===== src/rtl/core/bitmap_boundary_tracer_macros.svh =====
// Assertion macros for the bitmap boundary tracer.
// Included by the top level; needs a clock named i_clk and a reset named i_rst_n.
`ifndef BITMAP_BOUNDARY_TRACER_MACROS_SVH
`define BITMAP_BOUNDARY_TRACER_MACROS_SVH
`ifndef SYNTH
// Same-cycle implication, checked out of reset.
`define BBT_ASSERT_IMP(lbl, ante, cons) \
    lbl: assert property (@(posedge i_clk) disable iff (!i_rst_n) (ante) |-> (cons)) \
        else $error("bitmap_boundary_tracer assertion failed");
// Next-cycle implication, checked out of reset.
`define BBT_ASSERT_NEXT(lbl, ante, cons) \
    lbl: assert property (@(posedge i_clk) disable iff (!i_rst_n) (ante) |=> (cons)) \
        else $error("bitmap_boundary_tracer assertion failed");
`else
`define BBT_ASSERT_IMP(lbl, ante, cons)
`define BBT_ASSERT_NEXT(lbl, ante, cons)
`endif
`endif


===== src/rtl/core/bbt_ram.sv =====
// Generic single-write, single-read RAM with registered read data.
// No dependencies; holds the cell and visited maps of the tracer.
`default_nettype none

module bbt_ram #(
    parameter int WIDTH = 1,
    parameter int DEPTH = 1024
) (
    input  logic                     i_clk,
    input  logic                     i_we,
    input  logic [$clog2(DEPTH)-1:0] i_waddr,
    input  logic [WIDTH-1:0]         i_wdata,
    input  logic [$clog2(DEPTH)-1:0] i_raddr,
    output logic [WIDTH-1:0]         o_rdata
);

    logic [WIDTH-1:0] r_mem [DEPTH];
    logic [WIDTH-1:0] r_rdata;

    always_ff @(posedge i_clk) begin
        if (i_we) begin
            r_mem[i_waddr] <= i_wdata;
        end
        r_rdata <= r_mem[i_raddr];
    end

    assign o_rdata = r_rdata;

endmodule

`default_nettype wire


===== config.mk =====
export PLATFORM = sky130hd
export DESIGN_NAME = bbt_ram
export DESIGN_NICKNAME = d
export VERILOG_FILES = /design/src/rtl/core/bitmap_boundary_tracer_macros.svh /design/src/rtl/core/bbt_ram.sv
export SDC_FILE = /design/constraint.sdc
export NUM_CORES = 1
export LEC_CHECK = 0
export ABC_CLOCK_PERIOD_IN_PS = 6420
export BUFFER_PORTS_ARGS = -buffer_cell sky130_fd_sc_hd__buf_2
export CAP_MARGIN = 25
export CELL_PAD_IN_SITES_DETAIL_PLACEMENT = 0
export CELL_PAD_IN_SITES_GLOBAL_PLACEMENT = 1
export CORE_ASPECT_RATIO = 0.5
export CORE_MARGIN = 4
export CORE_UTILIZATION = 40
export DETAILED_ROUTE_END_ITERATION = 8
export PLACE_DENSITY_LB_ADDON = 0.1
export SLEW_MARGIN = 20
export SYNTH_ARGS = -nofsm -noshare
export SYNTH_HDL_FRONTEND = slang
export SYNTH_SLANG_ARGS = --single-unit

===== constraint.sdc =====
create_clock -name i_clk -period 6.42 [get_ports i_clk]
set_clock_uncertainty 0.15 [all_clocks]
set_input_delay 0 -clock i_clk [delete_from_list [all_inputs] [get_ports i_clk]]
set_output_delay 0 -clock i_clk [all_outputs]
set_load 0.02 [all_outputs]

Yosys cells after proc, flatten, opt, wreduce, memory -nomap -nowiden

Memory sizes are Yosys's and may differ from the RTL's. A register that Yosys moved wholly into a read port is not among the register bits.
Cells that the tools add are included.

Multiplexer cells: 2

Operator list:

| operator | number |
|---|---|
| $mux 1   | 2 |

Memories kept: 1
Memory bits (writable): 1024
Bits in registers: 0
Logic and storage cells: 3

Memories:

| memory | words | width | read ports | clocked after Yosys merged registers in | wr ports | line          | RTL |
|---|---|---|---|---|---|---|---|
| r_mem  | 1024  | 1     | 1          | 1                                       | 1        | bbt_ram.sv:17 | `logic [WIDTH-1:0] r_mem [DEPTH];` |

Longest topological paths before layout

Depth in word-level cells: 2
Depth in mapped cells: 15
Depth with buffers taken out: 8

Worst setup path before layout

No wires, ideal clock.

Path kind: input -> register
Start point: input i_raddr[0]
End point: register r_rdata, in the netlist o_rdata, read port of r_mem
Stages on the path: 10
Setup time: 0.137 ns
Buffers on the path: 4
Path slack: 3.996 ns
Arrival time: 2.137 ns
Cells stage by stage: buf_6 buf_12 buf_12 buf_2 mux4_2 mux4_2 a211oi_1 nor2_1 o311ai_1 o2111ai_1

RTL lines:

| what        | line          | RTL |
|---|---|---|
| from (decl) | bbt_ram.sv:13 | `input logic [$clog2(DEPTH)-1:0] i_raddr,` |
| to (decl)   | bbt_ram.sv:18 | `logic [WIDTH-1:0] r_rdata;` |

==> reports/results.ini <==
[run_status]
status = finished, final reports clean

[route]
antenna_left = 0
met1Wirelength_mm = 63.6
wire_per_inst_um = 30.5
wl_met2_mm = 64.1
first_pass_iters = 6
drtIter0Drc = 3177
vias = 26800
vias_per_cell = 5.83
wl_met3_mm = 10.2
drcViolationCount = 0
top_layer = met5
drt_wl_total_mm = 141

[sta]
relSlewSlack = 0.249
hold_ws_ns = 0.112
min_period_ns = 3.75
hold_viol_final = 0
post-route-period-util = 0.584
worst_slew_pin_slew_ns = 1.13
maxSlewViolCount = 0
tns_ns = 0
setup_violations = 0
rsz0062_at_grt = no
fmaxAchievable_ghz = 0.267

[pwr]
power.total_mw = 13.6
powerDensity_nw_per_um2 = 276
p_leak_nw = 14.5
ir_drop_uv = 204

[setup_path]
worstSetupPathType = input port to register
ff2ff_path_depth = 8
path_buf_inv = 4
startpoint_type = input port
arrival_ns = 4.18
cp_slowest_cell = buf_2
path_max_fanout = 26
path_cells = buf_2 -> inv_2 -> buf_4 -> mux4_2 -> nor2b_1 -> a31oi_1 -> a311oi_1 -> nor4_1 -> o2111ai_1 -> dlygate4sd3_1
critPathCaptureType = register
cpLargestDelayFamily = buffers and inverters
cp.required_ns = 6.85
slowest_delay_ns = 0.66
path_depth = 10

[yosys]
synth-seq-area-share = 0.689
syn_nets = 3135
ys_types = 56
synth_area_leaders = edfxtp_1 69%, mux4_2 10%, nor2_1 8.7%
synth_top_cell_by_area = edfxtp_1
synthArstFlopShare = 0
ys_warn_count = 0
synth_area_um2 = 44700
yosysMostFrequentCell = nor2_1
synth_seq_cells = 1025
netlist_instances = 3112
synth_edf_count = 1024
synth_top_area_share = 0.689
synthTopCellsByCount = 1036 x nor2_1, 1024 x edfxtp_1, 200 x mux4_2
synthFlopType = edfxtp_1
syn_avg_cell_area_um2 = 14.3

[layout]
syn_to_final_growth_pct = 10.5
fillerInstances = 9960
multiInputGateArea_um2 = 12600
seq_area_um2 = 30800
drive_gt1_frac = 0.159
final_cell_area_um2 = 49400
nNetsFinal = 3062

[floorplan]
core.rowCount = 86
io_pins = 24
core_area_um2 = 110000
start_util = 0.404
die_h_um = 244
die_w_um = 481
die_area_um2 = 117000

[placed_design]
postPlaceCellArea_um2 = 46300
gp_congestion = 0.763
port_buffers = 23
hpwlAfterDp_mm = 72.6

[clock_network]
cts_max_level = 3
cts_buffers = 96
post_cts_resized = 0
clock-sinks = 1025
path_clk_slew_ns = 0.06
tritoncts = done
cts_root_buf = clkbuf_16
hold_buffers = 15
worstSkewPairLatency_ns = 0.71
cts_setup_buffers = 0
clockBufferDepth = 3

[run]
maxCapViolCount = 0

[hold_path]
whs_path_depth = 4
hold_class = input port to register

[global_route]
overflow = 0
antenna_found_initial = 9
grt_pass1_wl_mm = 199
track_usage = 0.239
grt_max_degree = 225
first_global_vias = 26400

-- worst register-to-register path, delay by kind of cell, from the launching register on --
family | cells | cell delay (ns)
flops | 1 | 0.37
simple gates | 2 | 0.45
buf+inv | 1 | 0.57
mux | 2 | 1.05
compound gates | 3 | 0.94
-- power by group --
part	total, mW	internal [mW]	switching [mW]
Sequential	7.37	7.36	0.00269
Clock	5.48	2.93	2.55
Combinational	0.772	0.245	0.527
Total	13.6	10.5	3.08
-- state kept, by name, indices dropped and copies added, names as in the netlist --
register / flops
r_mem: 1024
o_rdata: 1
-- path summary, 6_finish.rpt --
path,startpoint,slack [ns],end
worst max-delay path,i_raddr[3],2.67,o_rdata$_DFF_P_
worst min-delay path,i_waddr[7],0.11,r_mem[265]$_DFFE_PP_
worst max register to register,r_mem[155]$_DFFE_PP_,2.78,o_rdata$_DFF_P_
worst min register to register,r_mem[633]$_DFFE_PP_,1.59,o_rdata$_DFF_P_
-- logic make-up after synthesis --
family,after synthesis,share of synthesized area
muxes,340,0.137
DFF,1025,0.689
AOI/OAI and AO/OA,178,0.0283
buffers and inverters,309,0.0330
and+or+nand+nor,1260,0.112
-- area by class of cell --
cell class	instances	share of cell area
sequential	1025	0.623
multi-input combinational	1778	0.255
clock buffer	123	0.0529
tap	1496	0.0379
timing repair buffer	132	0.0249
clock inverter	45	0.00512
inverter	6	0.000456
antenna	1	0.0000507
-- routing by layer --
metal	global-route usage	vias to the layer above
met5	0	-
met3	0.0477	165
met2	0.367	934
li1	-	11300
met4	0.0516	4
met1	0.355	14400
-- through the flow --
stage | util | setup slack, ns | std cells
floorplan | - | 4.00 | 3112
global placement | 0.417 | 2.08 | 4406
detailed placement | 0.419 | 2.53 | 4419
CTS | 0.447 | 2.73 | 4602
global route | 0.447 | 2.48 | 4606
finish | 0.447 | 2.67 | 4606
-- cells in the final DEF, fill, tap and decap left out, drive strengths merged, types with 4 or more instances in the layout --
cell	n
edfxtp	1024
buf	115
nor4	5
clkinv	39
a22oi	17
mux2i	123
nor2	1036
a21oi	37
nand2b	8
inv	8
mux4	214
nand2	86
nand3	37
nor3	37
a31oi	4
a2111oi	6
a22o	4
dlygate4sd3	15
and2	6
nor2b	11
o22ai	28
and3	4
o21ai	13
clkbuf	125
nand4	10
nor3b	8
a211oi	4
o221ai	49
No activity file was read; power rests on OpenSTA's default activity.
